### src/rtl/core/ptpf_pkg.sv
// Shared widths, status codes, side-band struct and elaboration-time constant functions.
package ptpf_pkg;

  // Field widths of the ports
  localparam int COORD_W  = 24;
  localparam int DEPTH_W  = 32;
  localparam int RADIUS_W = 24;
  localparam int ANGLE_W  = 23;
  localparam int STATUS_W = 2;

  // Default build parameters
  localparam int ITERATIONS_DEF = 24;
  localparam int FRAC_BITS_DEF  = 20;

  // Datapath: extra fraction bits on x/y, and headroom for the CORDIC gain
  localparam int GUARD     = 6;
  localparam int XY_W      = COORD_W + GUARD + 3;
  localparam int GAIN_W    = 31;
  localparam int PROD_W    = XY_W - 1 + GAIN_W;
  localparam int RAD_SHIFT = GAIN_W + GUARD;

  // Depth below this many LSB (about 1e-6 m) counts as zero
  localparam int ZERO_DEPTH_LSB = 17;

  typedef enum logic [STATUS_W-1:0] {
    STATUS_OK         = 2'd0,
    STATUS_BEHIND     = 2'd1,
    STATUS_ZERO_DEPTH = 2'd2
  } status_t;

  // Values that ride along the chain untouched by the rotations
  typedef struct packed {
    logic                bypass;  // y was zero: radius and angle come straight from x
    logic                x_neg;
    status_t             status;
    logic [COORD_W-1:0]  abs_x;
    logic [DEPTH_W-1:0]  depth;
  } side_t;

  // Unsigned quotient by shift and subtract, one bit per step from the top
  function automatic logic [63:0] udiv64(logic [63:0] num, logic [63:0] den);
    logic [63:0] r;
    logic [63:0] q;
    r = '0;
    q = '0;
    for (int i = 63; i >= 0; i--) begin
      r = {r[62:0], num[i]};
      if (r >= den) begin
        r    = r - den;
        q[i] = 1'b1;
      end
    end
    return q;
  endfunction

  // atan(2^-sh) in Q60 by its alternating series, sh >= 1
  function automatic logic [63:0] atan_pow2_q60(int unsigned sh);
    logic [63:0] p;
    logic [63:0] sum;
    logic [63:0] term;
    logic [63:0] dv;
    p   = 64'd1 << (60 - sh);
    sum = '0;
    for (int k = 0; k < 64; k++) begin
      if (p != 64'd0) begin
        dv   = 64'(2 * k + 1);
        term = udiv64(p, dv);
        if (k[0] == 1'b0) sum = sum + term;
        else              sum = sum - term;
        p = p >> (2 * sh);
      end
    end
    return sum;
  endfunction

  // atan(1/3) in Q60 by the same series
  function automatic logic [63:0] atan_third_q60();
    logic [63:0] p;
    logic [63:0] sum;
    logic [63:0] term;
    logic [63:0] dv;
    p   = udiv64(64'd1 << 60, 64'd3);
    sum = '0;
    for (int k = 0; k < 64; k++) begin
      if (p != 64'd0) begin
        dv   = 64'(2 * k + 1);
        term = udiv64(p, dv);
        if (k[0] == 1'b0) sum = sum + term;
        else              sum = sum - term;
        p = udiv64(p, 64'd9);
      end
    end
    return sum;
  endfunction

  // atan(2^-i) in Q60; the first entry is atan(1/2) + atan(1/3) = pi/4
  function automatic logic [63:0] atan_q60(int unsigned i);
    if (i == 0) return atan_pow2_q60(1) + atan_third_q60();
    return atan_pow2_q60(i);
  endfunction

  function automatic logic [63:0] pi_q60();
    return atan_q60(0) << 2;
  endfunction

  // Round a Q60 value to f fraction bits, half up
  function automatic logic [63:0] round_q60(logic [63:0] v, int unsigned f);
    int unsigned s;
    s = 60 - f;
    return (v + (64'd1 << (s - 1))) >> s;
  endfunction

  function automatic logic [63:0] isqrt64(logic [63:0] v_in);
    logic [63:0] v;
    logic [63:0] res;
    logic [63:0] bits;
    v    = v_in;
    res  = '0;
    bits = 64'd1 << 62;
    for (int s = 0; s < 32; s++) begin
      if (bits > v) bits = bits >> 2;
    end
    for (int s = 0; s < 32; s++) begin
      if (bits != 64'd0) begin
        if (v >= res + bits) begin
          v   = v - (res + bits);
          res = (res >> 1) + bits;
        end else begin
          res = res >> 1;
        end
        bits = bits >> 2;
      end
    end
    return res;
  endfunction

  // 1/K for the given number of micro-rotations, Q0.31 truncated
  function automatic logic [63:0] inv_gain_q31(int unsigned iters);
    logic [63:0] d;
    logic [63:0] r;
    logic [63:0] q;
    d = 64'd1 << 60;
    for (int i = 0; i < 32; i++) begin
      if (i < iters) d = d + (d >> (2 * i));
    end
    r = 64'd1 << 60;
    q = '0;
    for (int i = 0; i < 62; i++) begin
      r = r << 1;
      q = q << 1;
      if (r >= d) begin
        r = r - d;
        q = q | 64'd1;
      end
    end
    return isqrt64(q);
  endfunction

endpackage

### src/rtl/core/ptpf_out.sv
// Output stage: round and saturate the radius, hold the result until it is taken.
module ptpf_out (
  input  logic                                 clk,
  input  logic                                 rst,
  input  logic                                 up_valid,
  output logic                                 up_ready,
  input  logic [ptpf_pkg::PROD_W-1:0]          prod,
  input  logic signed [ptpf_pkg::ANGLE_W-1:0]  ang,
  input  ptpf_pkg::side_t                      up_side,
  output logic                                 out_valid,
  input  logic                                 out_stall,
  output logic [ptpf_pkg::RADIUS_W-1:0]        radius,
  output logic signed [ptpf_pkg::ANGLE_W-1:0]  angle,
  output logic signed [ptpf_pkg::DEPTH_W-1:0]  depth_out,
  output logic [ptpf_pkg::STATUS_W-1:0]        status
);

  localparam int RWIDE_W = ptpf_pkg::PROD_W - ptpf_pkg::RAD_SHIFT;
  localparam logic [ptpf_pkg::PROD_W-1:0] RAD_HALF =
    ptpf_pkg::PROD_W'(1) << (ptpf_pkg::RAD_SHIFT - 1);

  logic [ptpf_pkg::PROD_W-1:0]   prod_rnd;
  logic [RWIDE_W-1:0]            rad_wide;
  logic [ptpf_pkg::RADIUS_W-1:0] radius_next;

  // Round to nearest, saturate, or pass |x| straight through on bypass
  always_comb begin
    prod_rnd = prod + RAD_HALF;
    rad_wide = prod_rnd[ptpf_pkg::PROD_W-1:ptpf_pkg::RAD_SHIFT];
    if (up_side.bypass) begin
      radius_next = up_side.abs_x;
    end else if (rad_wide[RWIDE_W-1:ptpf_pkg::RADIUS_W] != '0) begin
      radius_next = '1;
    end else begin
      radius_next = rad_wide[ptpf_pkg::RADIUS_W-1:0];
    end
  end

  assign up_ready = !out_valid || !out_stall;

  always_ff @(posedge clk) begin
    if (rst) begin
      out_valid <= 1'b0;
    end else if (up_ready) begin
      out_valid <= up_valid;
    end
  end

  always_ff @(posedge clk) begin
    if (up_ready && up_valid) begin
      radius    <= radius_next;
      angle     <= ang;
      depth_out <= up_side.depth;
      status    <= up_side.status;
    end
  end

endmodule

### config.mk
export PLATFORM = sky130hd
export DESIGN_NAME = ptpf_out
export DESIGN_NICKNAME = d
export VERILOG_FILES = /design/src/rtl/core/ptpf_pkg.sv /design/src/rtl/core/ptpf_out.sv
export SDC_FILE = /design/constraint.sdc
export NUM_CORES = 1
export LEC_CHECK = 0
export BUFFER_PORTS_ARGS = -buffer_cell sky130_fd_sc_hd__buf_2
export CORE_ASPECT_RATIO = 1.2
export CORE_MARGIN = 5
export CORE_UTILIZATION = 41
export CTS_BUF_LIST = sky130_fd_sc_hd__clkbuf_16
export DETAILED_ROUTE_END_ITERATION = 8
export PLACE_DENSITY = 0.8
export SKIP_LAST_GASP = 1
export SLEW_MARGIN = 15
export SYNTH_ARGS = -nofsm -noshare
export SYNTH_HDL_FRONTEND = slang
export SYNTH_SLANG_ARGS = --single-unit
### constraint.sdc
create_clock -name clk -period 4 [get_ports clk]
set_clock_uncertainty 0.15 [all_clocks]
set_input_delay 0.2 -clock clk [delete_from_list [all_inputs] [get_ports clk]]
set_output_delay 0.2 -clock clk [all_outputs]
set_load 0.02 [all_outputs]
==> reports/metrics.yaml <==
setup_path:
  cp_data_required_time_ns: 3.88
  crit_path_start_kind: "input port"
  reg2reg_setup_slack_ns: 2.19
  end_kind: "flip-flop"
  cp.arrival_ns: 1.95
  crit_type: "input port to flip-flop"
  path_max_fanout: 24
routing:
  drtAntennaViolNets: 0
  first_pass_iters: 4
  avgViaCountPerCell: 4.89
  drc_errors: 0
  routed-via-count: 2775
  drt_iter0_drc: 101
  wl_um: 9830
  post_drt_wl_per_cell_um: 17.3
place:
  place.gp.congestion: 0.832
  port_buffers: 195
  place.detailed.hpwl_um: 6630
  dp_cells: 493
clock_network:
  clock_path_buffers: 2
  htree_levels: 3
  cts-root-buf: "clkbuf_16"
  clock-sinks: 82
  cts_tree: "yes"
  clkTransAtPathRegs_ns: 0.06
  cts_inserted_buffers: 9
  clock_latency_ns: 0.32
  postCtsSetupRepairBufs: 0
  cts_resized: 0
  hold_buffers: 59
final_layout:
  seqCellArea_um2: 2450
  nNetsFinal: 622
  antenna_cells: 0
  drive_above_1_share_pct: 45.4
  fillers: 561
  multi_input_area_um2: 802
  layout.cells.non_filler: 568
  final_core_util_pct: 67.8
  syn_to_final_growth_pct: 59.4
synthesis:
  ys_warn_count: 0
  yosys.area.top_type: "edfxtp_1"
  synth-edff-count: 81
  syn_nets: 361
  synthMostInstantiatedCell: "edfxtp_1"
  synth_common_cells: "81 x edfxtp_1, 24 x a21oi_1, 23 x nor2b_1, 16 x xor2_1, 11 x nand3_1"
  synth-seq-cells: 82
  synth-seq-area-share_pct: 74.4
  syn_area_per_cell_um2: 15.7
  yosys_most_used_dff: "edfxtp_1"
  synth_area_leaders: "edfxtp_1 74%, nor2b_1 4.4%, xor2_1 4.3%"
  synth_async_sr_flop_share_pct: 0
  syn_inst: 210
  synth_area_um2: 3300
  yosysTopAreaCellShare_pct: 73.8
  ys_types: 30
global_route:
  grt_pass1_wl_um: 15100
  grt_start_max_net_pins: 82
  grt_overflow: 0
  antenna_found_initial: 0
  grt_pass1_vias: 2890
  track_usage_pct: 19.8
die:
  coreArea_um2: 7750
  die-width_um: 91.9
  die_y_um: 108
  io-pin-count: 233
  die_area_um2: 9940
  fp-row-count: 35
  initial_utilization_pct: 42.5
sta:
  hold_viol: 0
  maxSlewHeadroom_pct: 30.1
  worst_slew_pin_slew_ns: 1.05
  slew_viol_final: 0
  rsz0062_at_grt: "false"
  period_needed_ns: 2.07
  setup_violations: 0
  max_clock_freq_mhz: 482
  finalCritPeriodShare_pct: 51.8
  holdWs_ns: 0.0469
  fin_tns_setup_ns: 0
status:
  status: "complete, no violations"
worst_hold_path:
  hold_path.class: "input port to flip-flop"
pwr:
  p_total_uw: 2140
  powerDensity_nw_per_um2: 407
  p_leak_uw: 0.00219
  irDropWorstVdd_mv: 0.205
flow_run:
  cap_violations: 0
==> final timing paths <==
path                            cells after the start   startpoint         end
worst max-delay path                                6     prod[40]  radius[15]
worst min-delay path                                3  up_side[32]   radius[0]
worst max register to register                      2    out_valid   radius[9]
worst min register to register                      3    out_valid   out_valid
==> report_power, final <==
group	switching (uW)	total (uW)	internal [uW]
Sequential	12.5	1020	1010
Clock	337	825	489
Combinational	165	296	130
==> layout make-up <==
cell class / count / area share (%)
inverter: 4 / 0.286
clock inverter: 7 / 1.48
clock buffer: 9 / 4.29
tap: 92 / 2.19
timing repair buffer: 254 / 29.8
multi-input combinational: 120 / 15.3
sequential: 82 / 46.7
==> state kept, by name, indices dropped and copies added (netlist names) <==
| signal | count |
|---|---|
| angle | 23 |
| radius | 24 |
| status | 2 |
| out_valid | 1 |
| depth_out | 32 |
==> layout by cell type (no fill, tap or decap), types with 6 or more instances in the layout <==
cell type      netlist  routed
edfxtp_1            81      81
a21oi_1             24      24
xor2_1              16      16
nand3_1             11      11
buf_2                0     195
xnor2_1              6       6
clkbuf_16            0       9
nand4_1              7       7
and3_1               6       6
dlygate4sd3_1        0      59
nor2b_1             23      23
nand2_1              6       6
==> metal layers <==
metal	share of wire, %	up-vias	GRT usage [%]	wire length [um]
met1	36	1323	22.1	3570
met3	7.8	10	4.80	771
li1	-	1320	-	-
met4	0.92	0	5.41	90
met2	55	122	37.4	5390
met5	0	-	0	0
==> worst max-delay path: stages <==
cell,delay (ns)
buf_2,0.15
nand4_4,0.14
nor4_1,0.45
nand4b_1,0.23
o21ai_4,0.58
a32oi_1,0.20
==> cell families after synthesis <==
logic type | after synthesis | synth area share (%)
muxes | 1 | 0.304
AOI/OAI and AO/OA | 28 | 4.78
buffers and inverters | 8 | 1.37
adders and majority gates | 1 | 0.379
and+or+nand+nor | 68 | 12.9
xor gates and xnor gates | 22 | 5.84
DFF | 82 | 74.4
==> through the flow <==
stage	setup slack, ns	area [um2]
6_report	1.93	5250
3_3_place_gp	1.61	4360
3_5_place_dp	1.57	4360
5_1_grt	1.74	5250
2_1_floorplan	0.887	3300
4_1_cts	1.91	5250
Note: power is estimated with default switching activity, not from simulation.
