<file path="config.mk">
export PLATFORM = sky130hd
export DESIGN_NAME = ptpf_cell
export DESIGN_NICKNAME = d
export VERILOG_FILES = /design/src/rtl/core/ptpf_pkg.sv /design/src/rtl/core/ptpf_cell.sv
export SDC_FILE = /design/constraint.sdc
export NUM_CORES = 1
export LEC_CHECK = 0
export ABC_AREA = 1
export BUFFER_PORTS_ARGS = -buffer_cell sky130_fd_sc_hd__buf_2
export CAP_MARGIN = 20
export CORE_MARGIN = 1.5
export CORE_UTILIZATION = 56
export DETAILED_ROUTE_END_ITERATION = 8
export PLACE_DENSITY_LB_ADDON = 0.15
export SETUP_SLACK_MARGIN = 0.4
export SLEW_MARGIN = 30
export SYNTH_ARGS = -nofsm -noshare
export SYNTH_HDL_FRONTEND = slang
export SYNTH_SLANG_ARGS = --single-unit
</file>
<file path="constraint.sdc">
create_clock -name clk -period 11.7 [get_ports clk]
set_clock_uncertainty 0.15 [all_clocks]
set_input_delay 1.17 -clock clk [delete_from_list [all_inputs] [get_ports clk]]
set_output_delay 1.17 -clock clk [all_outputs]
set_load 0.1 [all_outputs]
</file>
<file path="src/rtl/core/ptpf_pkg.sv">
// Shared widths, status codes, side-band struct and elaboration-time constant functions.
package ptpf_pkg;

  // Field widths of the ports
  localparam int COORD_W  = 24;
  localparam int DEPTH_W  = 32;
  localparam int RADIUS_W = 24;
  localparam int ANGLE_W  = 23;
  localparam int STATUS_W = 2;

  // Default build parameters
  localparam int ITERATIONS_DEF = 24;
  localparam int FRAC_BITS_DEF  = 20;

  // Datapath: extra fraction bits on x/y, and headroom for the CORDIC gain
  localparam int GUARD     = 6;
  localparam int XY_W      = COORD_W + GUARD + 3;
  localparam int GAIN_W    = 31;
  localparam int PROD_W    = XY_W - 1 + GAIN_W;
  localparam int RAD_SHIFT = GAIN_W + GUARD;

  // Depth below this many LSB (about 1e-6 m) counts as zero
  localparam int ZERO_DEPTH_LSB = 17;

  typedef enum logic [STATUS_W-1:0] {
    STATUS_OK         = 2'd0,
    STATUS_BEHIND     = 2'd1,
    STATUS_ZERO_DEPTH = 2'd2
  } status_t;

  // Values that ride along the chain untouched by the rotations
  typedef struct packed {
    logic                bypass;  // y was zero: radius and angle come straight from x
    logic                x_neg;
    status_t             status;
    logic [COORD_W-1:0]  abs_x;
    logic [DEPTH_W-1:0]  depth;
  } side_t;

  // Unsigned quotient by shift and subtract, one bit per step from the top
  function automatic logic [63:0] udiv64(logic [63:0] num, logic [63:0] den);
    logic [63:0] r;
    logic [63:0] q;
    r = '0;
    q = '0;
    for (int i = 63; i >= 0; i--) begin
      r = {r[62:0], num[i]};
      if (r >= den) begin
        r    = r - den;
        q[i] = 1'b1;
      end
    end
    return q;
  endfunction

  // atan(2^-sh) in Q60 by its alternating series, sh >= 1
  function automatic logic [63:0] atan_pow2_q60(int unsigned sh);
    logic [63:0] p;
    logic [63:0] sum;
    logic [63:0] term;
    logic [63:0] dv;
    p   = 64'd1 << (60 - sh);
    sum = '0;
    for (int k = 0; k < 64; k++) begin
      if (p != 64'd0) begin
        dv   = 64'(2 * k + 1);
        term = udiv64(p, dv);
        if (k[0] == 1'b0) sum = sum + term;
        else              sum = sum - term;
        p = p >> (2 * sh);
      end
    end
    return sum;
  endfunction

  // atan(1/3) in Q60 by the same series
  function automatic logic [63:0] atan_third_q60();
    logic [63:0] p;
    logic [63:0] sum;
    logic [63:0] term;
    logic [63:0] dv;
    p   = udiv64(64'd1 << 60, 64'd3);
    sum = '0;
    for (int k = 0; k < 64; k++) begin
      if (p != 64'd0) begin
        dv   = 64'(2 * k + 1);
        term = udiv64(p, dv);
        if (k[0] == 1'b0) sum = sum + term;
        else              sum = sum - term;
        p = udiv64(p, 64'd9);
      end
    end
    return sum;
  endfunction

  // atan(2^-i) in Q60; the first entry is atan(1/2) + atan(1/3) = pi/4
  function automatic logic [63:0] atan_q60(int unsigned i);
    if (i == 0) return atan_pow2_q60(1) + atan_third_q60();
    return atan_pow2_q60(i);
  endfunction

  function automatic logic [63:0] pi_q60();
    return atan_q60(0) << 2;
  endfunction

  // Round a Q60 value to f fraction bits, half up
  function automatic logic [63:0] round_q60(logic [63:0] v, int unsigned f);
    int unsigned s;
    s = 60 - f;
    return (v + (64'd1 << (s - 1))) >> s;
  endfunction

  function automatic logic [63:0] isqrt64(logic [63:0] v_in);
    logic [63:0] v;
    logic [63:0] res;
    logic [63:0] bits;
    v    = v_in;
    res  = '0;
    bits = 64'd1 << 62;
    for (int s = 0; s < 32; s++) begin
      if (bits > v) bits = bits >> 2;
    end
    for (int s = 0; s < 32; s++) begin
      if (bits != 64'd0) begin
        if (v >= res + bits) begin
          v   = v - (res + bits);
          res = (res >> 1) + bits;
        end else begin
          res = res >> 1;
        end
        bits = bits >> 2;
      end
    end
    return res;
  endfunction

  // 1/K for the given number of micro-rotations, Q0.31 truncated
  function automatic logic [63:0] inv_gain_q31(int unsigned iters);
    logic [63:0] d;
    logic [63:0] r;
    logic [63:0] q;
    d = 64'd1 << 60;
    for (int i = 0; i < 32; i++) begin
      if (i < iters) d = d + (d >> (2 * i));
    end
    r = 64'd1 << 60;
    q = '0;
    for (int i = 0; i < 62; i++) begin
      r = r << 1;
      q = q << 1;
      if (r >= d) begin
        r = r - d;
        q = q | 64'd1;
      end
    end
    return isqrt64(q);
  endfunction

endpackage

</file>
<file path="src/rtl/core/ptpf_cell.sv">
// One CORDIC vectoring micro-rotation with its own pipeline register and handshake.
module ptpf_cell #(
  parameter  int FRAC_BITS = ptpf_pkg::FRAC_BITS_DEF,
  parameter  int STAGE     = 0,
  localparam int Z_W       = FRAC_BITS + ptpf_pkg::GUARD + 4
) (
  input  logic                              clk,
  input  logic                              rst,
  input  logic                              up_valid,
  output logic                              up_ready,
  input  logic signed [ptpf_pkg::XY_W-1:0]  up_x,
  input  logic signed [ptpf_pkg::XY_W-1:0]  up_y,
  input  logic signed [Z_W-1:0]             up_z,
  input  ptpf_pkg::side_t                   up_side,
  output logic                              dn_valid,
  input  logic                              dn_ready,
  output logic signed [ptpf_pkg::XY_W-1:0]  dn_x,
  output logic signed [ptpf_pkg::XY_W-1:0]  dn_y,
  output logic signed [Z_W-1:0]             dn_z,
  output ptpf_pkg::side_t                   dn_side
);

  // Angle step of this cell, atan(2^-STAGE)
  localparam logic signed [Z_W-1:0] ATAN_STEP =
    Z_W'(ptpf_pkg::round_q60(ptpf_pkg::atan_q60(STAGE), FRAC_BITS + ptpf_pkg::GUARD));

  logic signed [ptpf_pkg::XY_W-1:0] x_shift;
  logic signed [ptpf_pkg::XY_W-1:0] y_shift;
  logic signed [ptpf_pkg::XY_W-1:0] x_next;
  logic signed [ptpf_pkg::XY_W-1:0] y_next;
  logic signed [Z_W-1:0]            z_next;

  // Rotate towards the x axis in the direction that y's sign calls for
  always_comb begin
    x_shift = up_x >>> STAGE;
    y_shift = up_y >>> STAGE;
    if (!up_y[ptpf_pkg::XY_W-1]) begin
      x_next = up_x + y_shift;
      y_next = up_y - x_shift;
      z_next = up_z + ATAN_STEP;
    end else begin
      x_next = up_x - y_shift;
      y_next = up_y + x_shift;
      z_next = up_z - ATAN_STEP;
    end
  end

  // Advance when empty or when the neighbour takes our item
  assign up_ready = !dn_valid || dn_ready;

  always_ff @(posedge clk) begin
    if (rst) begin
      dn_valid <= 1'b0;
    end else if (up_ready) begin
      dn_valid <= up_valid;
    end
  end

  always_ff @(posedge clk) begin
    if (up_ready && up_valid) begin
      dn_x    <= x_next;
      dn_y    <= y_next;
      dn_z    <= z_next;
      dn_side <= up_side;
    end
  end

endmodule

</file>
==> results.sh <==
export IMPL_status="completed"
export IMPL_cp_end_kind="register"
export IMPL_synth_top_cell_by_area="edfxtp_1"
export IMPL_cts_tree="done"
export IMPL_cp_startpoint="up_y[32]"
export IMPL_routabilityCongestion=1.04
export IMPL_grt_antenna_before_repair=0
export IMPL_netlist_instances=2038
export IMPL_cts_root_buffer_cell="clkbuf_16"
export IMPL_drive_gt1_share_pct=17.1
export IMPL_timing_critical_path_from_type="primary input"
export IMPL_crit_arrival_ns=4.09
export IMPL_clock_fmax_mhz=248
export IMPL_switchingPower_mw=1.11
export IMPL_r2r_cells=3
export IMPL_dr_pass1_iters=6
export IMPL_reg2reg_slack_ns=9.11
export IMPL_synth_commonest_cells="675 x nand2_1, 331 x inv_1, 182 x nor2_1, 162 x nand3_1, 155 x edfxtp_1"
export IMPL_synth_warning_count=0
export IMPL_clk_pin_slew_ns=0.08
export IMPL_die_h_um=161
export IMPL_instances_no_fill=2671
export IMPL_n_antenna_cell=0
export IMPL_vias=14705
export IMPL_yosysSeqAreaShare_pct=33.2
export IMPL_route_detailed_drc=0
export IMPL_power_per_cell_area_nw_per_um2=140
export IMPL_viasPerCell=5.51
export IMPL_dp_cells=2639
export IMPL_htreeDepth=4
export IMPL_comb_power_share_pct=42.9
export IMPL_final_core_util_pct=67.1
export IMPL_final_setup_tns_ns=0
export IMPL_grt_pass1_wl_um=75300
export IMPL_nFillCells=2094
export IMPL_endpoint="dn_z[24]$_DFFE_PP_"
export IMPL_slowest_delay_ns=0.62
export IMPL_cp_required_ns=11.76
export IMPL_synth_ff_type="edfxtp_1"
export IMPL_crit_type="in2reg"
export IMPL_dp_hpwl_um=40700
export IMPL_tightest_slew_ns=0.819
export IMPL_ant_nets=0
export IMPL_synth_distinct_cells=41
export IMPL_async_reset_ff_share_pct=0
export IMPL_grt_usage_pct=38.1
export IMPL_p_int_mw=1.19
export IMPL_worst_ir_drop_vdd_mv=0.100
export IMPL_place_area_um2=15800
export IMPL_cap_violations=0
export IMPL_cts_hold_buf=0
export IMPL_fin_area_um2=16400
export IMPL_critPathMaxFanout=55
export IMPL_cts_buffers=17
export IMPL_die_width_um=161
export IMPL_rows=57
export IMPL_clk_latency_ns=0.45
export IMPL_core_area_um2=24500
export IMPL_area_growth_pct=16.8
export IMPL_p_leak_nw=8.72
export IMPL_power_total_mw=2.30
export IMPL_start_util_pct=57.5
export IMPL_crit_chain="buf_2 -> inv_2 -> buf_4 -> ha_1 -> a21oi_1 -> o21ai_0 -> a21oi_1 -> a21boi_0 -> nand2_1 -> nand2_1 -> nand2_1"
export IMPL_grt_max_degree=61
export IMPL_finalHoldViolations=0
export IMPL_p_sw_share_pct=48.2
export IMPL_port_buffers=317
export IMPL_synthTopCellsByArea="edfxtp_1 33%, nand2_1 18%, ha_1 11%"
export IMPL_reg2reg_from="dn_valid$_SDFFE_PP0N_"
export IMPL_routedWlPerCell_um=18.8
export IMPL_cts_buffer_depth=2
export IMPL_fin_nets=2622
export IMPL_syn_area_um2=14100
export IMPL_dieArea_um2=26100
export IMPL_avgSynthCellArea_um2=6.90
export IMPL_initialDrtViolationCount=1516
export IMPL_crit_path_frequent_cell="nand2_1"
export IMPL_seq_power_share_pct=30.9
export IMPL_min_path_type="reg2reg"
export IMPL_ys_seq_elements=156
export IMPL_slew_violations=0
export IMPL_r2r_end="dn_x[29]$_DFFE_PP_"
export IMPL_post_synth_top_count_cell="nand2_1"
export IMPL_grt_pass1_vias=13740
export IMPL_setup_viol=0
export IMPL_cts_sinks=156
export IMPL_postCtsSetupBuffers=0
export IMPL_rsz0062_at_grt="false"
export IMPL_pwr_share_clk_pct=26.2
export IMPL_worst_path_max_delay_cell="buf_4"
export IMPL_ios=318
export IMPL_fin_crit_sh_pct=34.5
export IMPL_ctsResizeCount=0
export IMPL_grt_overflow=0
export IMPL_min_period_ns=4.03
export IMPL_synth_top_cell_area_share_pct=33.1
export IMPL_wl_um=50100
export IMPL_synthesis_nets=2326
export IMPL_slew_headroom_pct=45.4
export IMPL_synth_edff_count=155
==> layer usage <==
metal	part of all wire, %	vias to the layer above	GRT usage [%]	wire [um]
met5	0	-	0	0
met4	5.7	0	20.8	2870
met3	9.4	147	7.06	4700
met2	47	816	65.5	23700
met1	38	6665	44.9	18800
li1	-	7077	-	-
==> cells in the final DEF (no fill, tap or decap), types with 7 or more instances in the layout <==
cell,netlist,final
buf_2,9,317
a21oi_1,104,103
edfxtp_1,155,155
nor2_1,182,182
nand4_1,20,20
nand3_1,162,162
nor2_2,13,13
ha_1,124,124
nand2_2,14,14
nor3_1,12,12
and2_1,7,7
o21ai_1,10,10
xor2_1,37,37
o21ai_0,63,63
clkbuf_16,0,17
clkinv_8,0,7
o22ai_1,8,8
inv_2,10,11
inv_1,331,330
nand2_1,675,675
o21bai_1,22,22
==> worst min path at each step <==
| stage | from | to | slack [ns] | depth (start not counted) |
|---|---|---|---|---|
| 2_1_floorplan | rst | dn_valid$_SDFFE_PP0N_ | 1.09 | 1 |
| 6_report | dn_valid$_SDFFE_PP0N_ | dn_valid$_SDFFE_PP0N_ | 0.40 | 2 |
| 4_1_cts | dn_valid$_SDFFE_PP0N_ | dn_valid$_SDFFE_PP0N_ | 0.40 | 2 |
| 3_5_place_dp | dn_valid$_SDFFE_PP0N_ | dn_valid$_SDFFE_PP0N_ | 0.39 | 2 |
| 3_3_place_gp | dn_valid$_SDFFE_PP0N_ | dn_valid$_SDFFE_PP0N_ | 0.36 | 2 |
| 5_1_grt | dn_valid$_SDFFE_PP0N_ | dn_valid$_SDFFE_PP0N_ | 0.43 | 2 |
==> stage by stage <==
step | setup slack, ns | hold WS, ns
finish | 7.67 | 0.400
CTS | 7.76 | 0.399
detailed placement | 7.30 | 0.388
global placement | 7.37 | 0.359
global route | 7.55 | 0.434
floorplan | 2.17 | 1.09
==> power groups by stage <==
stage                     clock network, mW  registers, mW  logic (mW)
after floorplan                           0           1.10       0.381
after global placement                    0          0.720       0.956
after detailed placement                  0          0.721       0.965
after CTS                             0.602          0.709       0.969
after global routing                  0.620          0.713        1.05
final                                 0.602          0.709       0.986
==> flip-flops by register name, indices dropped and copies added, names as in the netlist <==
name,flops
dn_z,30
dn_y,33
dn_side,60
dn_x,32
dn_valid,1
==> final cells by class <==
type                       instances  area, um2  area share [%]
timing repair buffer             322       1620            9.89
inverter                         341       1280            7.79
multi-input combinational       1496       7800            47.5
clock buffer                      17        425            2.59
clock inverter                    15        211            1.29
tap                              324        405            2.47
sequential                       156       4670            28.5
==> worst max-delay path, delay by kind of cell <==
family                   cells  cell delay, ns
AND/OR/NAND/NOR              3            0.20
adder cells (fa/ha/maj)      1            0.41
buffers and inverters        3            1.43
AO/OA/AOI/OAI                4            0.83
==> cell families (layout without fill, tap and decap cells) <==
logic type	count (synthesis)	after routing	synth area share (%)
and+or+nand+nor	1096	1096	32.1
buffers and inverters	386	695	11.4
AOI/OAI and AO/OA	230	230	9.05
DFF	156	156	33.2
adders and majority gates	128	128	11.6
xor gates and xnor gates	42	42	2.62
(Power assumes the default switching activity.)
