File: src/rtl/core/ptpf_pkg.sv
// Shared widths, status codes, side-band struct and elaboration-time constant functions.
package ptpf_pkg;

  // Field widths of the ports
  localparam int COORD_W  = 24;
  localparam int DEPTH_W  = 32;
  localparam int RADIUS_W = 24;
  localparam int ANGLE_W  = 23;
  localparam int STATUS_W = 2;

  // Default build parameters
  localparam int ITERATIONS_DEF = 24;
  localparam int FRAC_BITS_DEF  = 20;

  // Datapath: extra fraction bits on x/y, and headroom for the CORDIC gain
  localparam int GUARD     = 6;
  localparam int XY_W      = COORD_W + GUARD + 3;
  localparam int GAIN_W    = 31;
  localparam int PROD_W    = XY_W - 1 + GAIN_W;
  localparam int RAD_SHIFT = GAIN_W + GUARD;

  // Depth below this many LSB (about 1e-6 m) counts as zero
  localparam int ZERO_DEPTH_LSB = 17;

  typedef enum logic [STATUS_W-1:0] {
    STATUS_OK         = 2'd0,
    STATUS_BEHIND     = 2'd1,
    STATUS_ZERO_DEPTH = 2'd2
  } status_t;

  // Values that ride along the chain untouched by the rotations
  typedef struct packed {
    logic                bypass;  // y was zero: radius and angle come straight from x
    logic                x_neg;
    status_t             status;
    logic [COORD_W-1:0]  abs_x;
    logic [DEPTH_W-1:0]  depth;
  } side_t;

  // Unsigned quotient by shift and subtract, one bit per step from the top
  function automatic logic [63:0] udiv64(logic [63:0] num, logic [63:0] den);
    logic [63:0] r;
    logic [63:0] q;
    r = '0;
    q = '0;
    for (int i = 63; i >= 0; i--) begin
      r = {r[62:0], num[i]};
      if (r >= den) begin
        r    = r - den;
        q[i] = 1'b1;
      end
    end
    return q;
  endfunction

  // atan(2^-sh) in Q60 by its alternating series, sh >= 1
  function automatic logic [63:0] atan_pow2_q60(int unsigned sh);
    logic [63:0] p;
    logic [63:0] sum;
    logic [63:0] term;
    logic [63:0] dv;
    p   = 64'd1 << (60 - sh);
    sum = '0;
    for (int k = 0; k < 64; k++) begin
      if (p != 64'd0) begin
        dv   = 64'(2 * k + 1);
        term = udiv64(p, dv);
        if (k[0] == 1'b0) sum = sum + term;
        else              sum = sum - term;
        p = p >> (2 * sh);
      end
    end
    return sum;
  endfunction

  // atan(1/3) in Q60 by the same series
  function automatic logic [63:0] atan_third_q60();
    logic [63:0] p;
    logic [63:0] sum;
    logic [63:0] term;
    logic [63:0] dv;
    p   = udiv64(64'd1 << 60, 64'd3);
    sum = '0;
    for (int k = 0; k < 64; k++) begin
      if (p != 64'd0) begin
        dv   = 64'(2 * k + 1);
        term = udiv64(p, dv);
        if (k[0] == 1'b0) sum = sum + term;
        else              sum = sum - term;
        p = udiv64(p, 64'd9);
      end
    end
    return sum;
  endfunction

  // atan(2^-i) in Q60; the first entry is atan(1/2) + atan(1/3) = pi/4
  function automatic logic [63:0] atan_q60(int unsigned i);
    if (i == 0) return atan_pow2_q60(1) + atan_third_q60();
    return atan_pow2_q60(i);
  endfunction

  function automatic logic [63:0] pi_q60();
    return atan_q60(0) << 2;
  endfunction

  // Round a Q60 value to f fraction bits, half up
  function automatic logic [63:0] round_q60(logic [63:0] v, int unsigned f);
    int unsigned s;
    s = 60 - f;
    return (v + (64'd1 << (s - 1))) >> s;
  endfunction

  function automatic logic [63:0] isqrt64(logic [63:0] v_in);
    logic [63:0] v;
    logic [63:0] res;
    logic [63:0] bits;
    v    = v_in;
    res  = '0;
    bits = 64'd1 << 62;
    for (int s = 0; s < 32; s++) begin
      if (bits > v) bits = bits >> 2;
    end
    for (int s = 0; s < 32; s++) begin
      if (bits != 64'd0) begin
        if (v >= res + bits) begin
          v   = v - (res + bits);
          res = (res >> 1) + bits;
        end else begin
          res = res >> 1;
        end
        bits = bits >> 2;
      end
    end
    return res;
  endfunction

  // 1/K for the given number of micro-rotations, Q0.31 truncated
  function automatic logic [63:0] inv_gain_q31(int unsigned iters);
    logic [63:0] d;
    logic [63:0] r;
    logic [63:0] q;
    d = 64'd1 << 60;
    for (int i = 0; i < 32; i++) begin
      if (i < iters) d = d + (d >> (2 * i));
    end
    r = 64'd1 << 60;
    q = '0;
    for (int i = 0; i < 62; i++) begin
      r = r << 1;
      q = q << 1;
      if (r >= d) begin
        r = r - d;
        q = q | 64'd1;
      end
    end
    return isqrt64(q);
  endfunction

endpackage

File: src/rtl/core/ptpf_prerot.sv
// Entry stage: scale x/y, fold the left half plane by pi, flag y == 0, classify depth.
module ptpf_prerot #(
  parameter  int FRAC_BITS = ptpf_pkg::FRAC_BITS_DEF,
  localparam int Z_W       = FRAC_BITS + ptpf_pkg::GUARD + 4
) (
  input  logic                                   clk,
  input  logic                                   rst,
  input  logic                                   up_valid,
  output logic                                   up_ready,
  input  logic signed [ptpf_pkg::COORD_W-1:0]    x_coord,
  input  logic signed [ptpf_pkg::COORD_W-1:0]    y_coord,
  input  logic signed [ptpf_pkg::DEPTH_W-1:0]    depth,
  output logic                                   dn_valid,
  input  logic                                   dn_ready,
  output logic signed [ptpf_pkg::XY_W-1:0]       dn_x,
  output logic signed [ptpf_pkg::XY_W-1:0]       dn_y,
  output logic signed [Z_W-1:0]                  dn_z,
  output ptpf_pkg::side_t                        dn_side
);

  localparam logic signed [Z_W-1:0] PI_Z =
    Z_W'(ptpf_pkg::round_q60(ptpf_pkg::pi_q60(), FRAC_BITS + ptpf_pkg::GUARD));

  logic signed [ptpf_pkg::XY_W-1:0]    x_scaled;
  logic signed [ptpf_pkg::XY_W-1:0]    y_scaled;
  logic signed [ptpf_pkg::XY_W-1:0]    x_next;
  logic signed [ptpf_pkg::XY_W-1:0]    y_next;
  logic signed [Z_W-1:0]               z_next;
  logic signed [ptpf_pkg::COORD_W:0]   x_ext;
  ptpf_pkg::side_t                     side_next;

  // Move to the working format and turn the left half plane by pi
  always_comb begin
    x_scaled = ptpf_pkg::XY_W'(x_coord) <<< ptpf_pkg::GUARD;
    y_scaled = ptpf_pkg::XY_W'(y_coord) <<< ptpf_pkg::GUARD;
    x_ext    = (ptpf_pkg::COORD_W + 1)'(x_coord);
    if (x_coord[ptpf_pkg::COORD_W-1]) begin
      x_next = -x_scaled;
      y_next = -y_scaled;
      z_next = y_coord[ptpf_pkg::COORD_W-1] ? -PI_Z : PI_Z;
    end else begin
      x_next = x_scaled;
      y_next = y_scaled;
      z_next = '0;
    end
  end

  // Gather the side band: bypass flag, |x| and the depth check
  always_comb begin
    side_next.bypass = (y_coord == '0);
    side_next.x_neg  = x_coord[ptpf_pkg::COORD_W-1];
    side_next.abs_x  = x_ext[ptpf_pkg::COORD_W] ? ptpf_pkg::COORD_W'(-x_ext)
                                                : ptpf_pkg::COORD_W'(x_ext);
    side_next.depth  = depth;
    if (depth[ptpf_pkg::DEPTH_W-1]) begin
      side_next.status = ptpf_pkg::STATUS_BEHIND;
    end else if (depth < ptpf_pkg::DEPTH_W'(ptpf_pkg::ZERO_DEPTH_LSB)) begin
      side_next.status = ptpf_pkg::STATUS_ZERO_DEPTH;
    end else begin
      side_next.status = ptpf_pkg::STATUS_OK;
    end
  end

  // Take a transfer whenever this stage is empty or is being emptied
  assign up_ready = !dn_valid || dn_ready;

  always_ff @(posedge clk) begin
    if (rst) begin
      dn_valid <= 1'b0;
    end else if (up_ready) begin
      dn_valid <= up_valid;
    end
  end

  always_ff @(posedge clk) begin
    if (up_ready && up_valid) begin
      dn_x    <= x_next;
      dn_y    <= y_next;
      dn_z    <= z_next;
      dn_side <= side_next;
    end
  end

endmodule

File: config.mk
export PLATFORM = sky130hd
export DESIGN_NAME = ptpf_prerot
export DESIGN_NICKNAME = d
export VERILOG_FILES = /design/src/rtl/core/ptpf_pkg.sv /design/src/rtl/core/ptpf_prerot.sv
export SDC_FILE = /design/constraint.sdc
export NUM_CORES = 1
export LEC_CHECK = 0
export BUFFER_PORTS_ARGS = -buffer_cell sky130_fd_sc_hd__buf_2
export CORE_AREA = 5 5 143 118
export DETAILED_ROUTE_END_ITERATION = 8
export DIE_AREA = 0 0 148 123
export GPL_TIMING_DRIVEN = 0
export PLACE_DENSITY = 0.65
export SLEW_MARGIN = 40
export SYNTH_ARGS = -nofsm -noshare
export SYNTH_HDL_FRONTEND = slang
export SYNTH_SLANG_ARGS = --single-unit
File: constraint.sdc
create_clock -name clk -period 4.4 [get_ports clk]
set_input_delay 0.88 -clock clk [delete_from_list [all_inputs] [get_ports clk]]
set_output_delay 0.88 -clock clk [all_outputs]
set_load 0.03 [all_outputs]
==> flow_metrics.env <==
export IMPL_mappedNetlistArea_mm2=0.00450
export IMPL_synth_flop_cell="sky130_fd_sc_hd__edfxtp_1"
export IMPL_cellPowerDensity_mw_per_mm2=377
export IMPL_leakage_nw=2.71
export IMPL_grt_pass1_vias=3502
export IMPL_vias_per_instance=4.36
export IMPL_globalRouteTotalUtil=0.136
export IMPL_port_buffer_count=228
export IMPL_post_route_min_period_ns=2.52
export IMPL_slew_limit_headroom=0.522
export IMPL_setup_viol_count_final=0
export IMPL_post_route_util=0.408
export IMPL_cts_sinks=94
export IMPL_clk_transition_reported_paths_ns=0.06
export IMPL_dp_slack_ns=1.40
export IMPL_detailroute_via_count=3391
export IMPL_final_cells=777
export IMPL_count_of_tritonroute_iterations_in_the_first_routing_pass=6
export IMPL_h_tree_levels=3
export IMPL_global_route_wire_length_before_repair_um=18800
export IMPL_insertion_delay_ns=0.35
export IMPL_fin_worst_skew_ns=0.00627
export IMPL_detailed_place_hpwl_um=10200
export IMPL_cts_hold_repair_buffers=0
export IMPL_antenna_found_initial=3
export IMPL_synth_avg_cell_area_um2=14.0
export IMPL_cts_tree="yes"
export IMPL_grt_start_max_net_pins=37
export IMPL_area_growth_pct=39.2
export IMPL_place_detailed_instances=760
export IMPL_vdd_drop_max_uv=171
export IMPL_crit_fanout=7
export IMPL_post_synth_cell_types=37
export IMPL_report_power_total_mw=2.36
export IMPL_drc_errors=0
export IMPL_tritoncts_num_buffers=9
export IMPL_nNetsFinal=664
export IMPL_initial_core_util=0.293
export IMPL_ys_ff_latch=94
export IMPL_io_pins=242
export IMPL_final_antenna_net_count=0
export IMPL_wire_length_after_detailed_routing_um=12700
export IMPL_floorplan_die_height_um=123
export IMPL_final_hold_worst_slack_ns=0.550
export IMPL_final_max_slew_viol_count=0
export IMPL_worst_endpoint_arrival_ns=2.61
export IMPL_timing_final_hold_violations=0
export IMPL_post_syn_instances=322
export IMPL_finalWorstSetupSlack_ns=1.88
export IMPL_setup_worst_path_end_class="register"
export IMPL_setup_worst_path_class="in2reg"
export IMPL_floorplan_die_area_mm2=0.0182
export IMPL_placeableCoreArea_mm2=0.0153
export IMPL_ys_async_sr_fraction=0
export IMPL_routedWlPerCell_um=16.3
export IMPL_synth_largest_area_cell="sky130_fd_sc_hd__edfxtp_1"
export IMPL_number_of_enable_flip_flop_cells_after_synthesis=93
export IMPL_post_cts_resized_instances=0
export IMPL_finalWeightedCongestion=0.747
export IMPL_rsz0062_at_grt="false"
export IMPL_yosys_warnings=0
export IMPL_timing_final_crit_share=0.573
export IMPL_placement_rows=41
export IMPL_critical_path_required_ns=4.48
export IMPL_hold_path_class="reg2reg"
export IMPL_status="finished clean"
export IMPL_dieWidth_um=148
export IMPL_globalRoute_totalOverflow=0
export IMPL_register_area_share_after_synthesis=0.625
export IMPL_startpoint_type="primary input"
export IMPL_drive_gt1_frac=0.557
export IMPL_post_cts_setup_buffer_count=0
export IMPL_yosys_area_top_type_share=0.621
export IMPL_netlist_top_cells_area="sky130_fd_sc_hd__edfxtp_1 62%, sky130_fd_sc_hd__buf_4 11%, sky130_fd_sc_hd__xnor2_1 8.4%, sky130_fd_sc_hd__o31ai_1 2.2%, sky130_fd_sc_hd__o21ai_0 1.8%"
export IMPL_first_iter_violations=110
export IMPL_fmax_mhz=396
export IMPL_clk_root_buffer_cell="sky130_fd_sc_hd__clkbuf_16"
export IMPL_maxCapViolCount=0
export IMPL_clk_path_buf_depth=2
export IMPL_timing_worst_slew_pin_value_ns=0.717
-- final timing paths --
kind                         start               endpoint  slack (ns)  cells after the start
max                     y_coord[0]     dn_y[32]$_DFFE_PP_        1.88                      7
min          dn_valid$_SDFFE_PP0N_  dn_valid$_SDFFE_PP0N_        0.55                      2
max reg2reg  dn_valid$_SDFFE_PP0N_      dn_y[8]$_DFFE_PP_        2.97                      3
min reg2reg  dn_valid$_SDFFE_PP0N_  dn_valid$_SDFFE_PP0N_        0.55                      2
-- Yosys cell counts, types with 2 or more instances --
master	count
sky130_fd_sc_hd__o21ai_0	16
sky130_fd_sc_hd__o41ai_2	3
sky130_fd_sc_hd__nor2_1	5
sky130_fd_sc_hd__nand2_1	18
sky130_fd_sc_hd__clkbuf_1	5
sky130_fd_sc_hd__o21ai_1	2
sky130_fd_sc_hd__nand2b_1	5
sky130_fd_sc_hd__buf_4	63
sky130_fd_sc_hd__nand3_1	3
sky130_fd_sc_hd__ha_1	2
sky130_fd_sc_hd__xnor2_1	43
sky130_fd_sc_hd__o31ai_1	13
sky130_fd_sc_hd__inv_1	8
sky130_fd_sc_hd__nor4_2	2
sky130_fd_sc_hd__or3_1	2
sky130_fd_sc_hd__o41ai_1	5
sky130_fd_sc_hd__and2_1	2
sky130_fd_sc_hd__nor4_4	3
sky130_fd_sc_hd__edfxtp_1	93
sky130_fd_sc_hd__nor4_1	11
sky130_fd_sc_hd__or2_2	2
-- final cells by class --
type	count	area (um2)
tap	193	241
sequential	94	2810
multi-input combinational	167	1220
buffer	68	492
antenna	1	2.50
clock inverter	6	51.3
fill	1443	9080
inverter	8	30.0
clock buffer	10	229
timing repair buffer	230	1180
-- flip-flops by register name (all words and copies together), names as in the netlist --
name and cells:
dn_y 27, dn_z 3, dn_side 36, dn_x 27
dn_valid 1
-- cells by family (layout without fill, tap and decap cells) --
kind of cell / Yosys count / count (layout) / synth area share
adders and majority gates: 2 / 2 / 0.00556
and+or+nand+nor: 65 / 65 / 0.0988
DFF: 94 / 94 / 0.625
AOI/OAI and AO/OA: 41 / 41 / 0.0696
buffers and inverters: 76 / 322 / 0.116
other: 1 / 17 / 0.000834
xor gates and xnor gates: 43 / 43 / 0.0838
-- stage by stage --
stage               TNS (ns)  cell area, um2
floorplan                  0            4550
global placement      -12.50            5940
detailed placement         0            5980
CTS                        0            6260
global route               0            6260
finish                     0            6260
-- layer usage --
| layer | track usage | part of all wire | up-vias |
|---|---|---|---|
| met5 | 0 | 0.0011 | - |
| met2 | 0.232 | 0.48 | 166 |
| li1 | - | - | 1620 |
| met1 | 0.155 | 0.40 | 1585 |
| met4 | 0.0421 | 0.013 | 4 |
| met3 | 0.0575 | 0.10 | 16 |
-- cell usage in the layout (no fill, tap or decap), types with 3 or more instances in the layout --
cell	count
sky130_fd_sc_hd__inv_1	8
sky130_fd_sc_hd__inv_6	4
sky130_fd_sc_hd__o21ai_0	16
sky130_fd_sc_hd__edfxtp_1	93
sky130_fd_sc_hd__o31ai_1	13
sky130_fd_sc_hd__nor2_1	5
sky130_fd_sc_hd__nand2_1	18
sky130_fd_sc_hd__nand2b_1	5
sky130_fd_sc_hd__clkbuf_16	9
sky130_fd_sc_hd__o41ai_2	3
sky130_fd_sc_hd__nor4_1	11
sky130_fd_sc_hd__o41ai_1	5
sky130_fd_sc_hd__nand3_1	3
sky130_fd_sc_hd__xnor2_1	43
sky130_fd_sc_hd__conb_1	16
sky130_fd_sc_hd__clkbuf_1	6
sky130_fd_sc_hd__buf_2	228
sky130_fd_sc_hd__buf_4	63
sky130_fd_sc_hd__nor4_4	3
-- power breakdown --
part           switching [mW]  leakage, nW  internal [mW]
sequential             0.0237        0.910           1.06
combinational           0.350         1.66          0.180
clock                   0.350        0.134          0.392
total                   0.724         2.71           1.64
-- worst max-delay path, stage by stage --
cell and delay [ns]:
sky130_fd_sc_hd__buf_2 0.13, sky130_fd_sc_hd__inv_1 0.06, sky130_fd_sc_hd__ha_1 0.17, sky130_fd_sc_hd__nor3b_1 0.50, sky130_fd_sc_hd__nand4b_2 0.34, sky130_fd_sc_hd__nor4_1 0.39
sky130_fd_sc_hd__o21ai_0 0.14
Note: power is estimated with default switching activity, not from simulation.
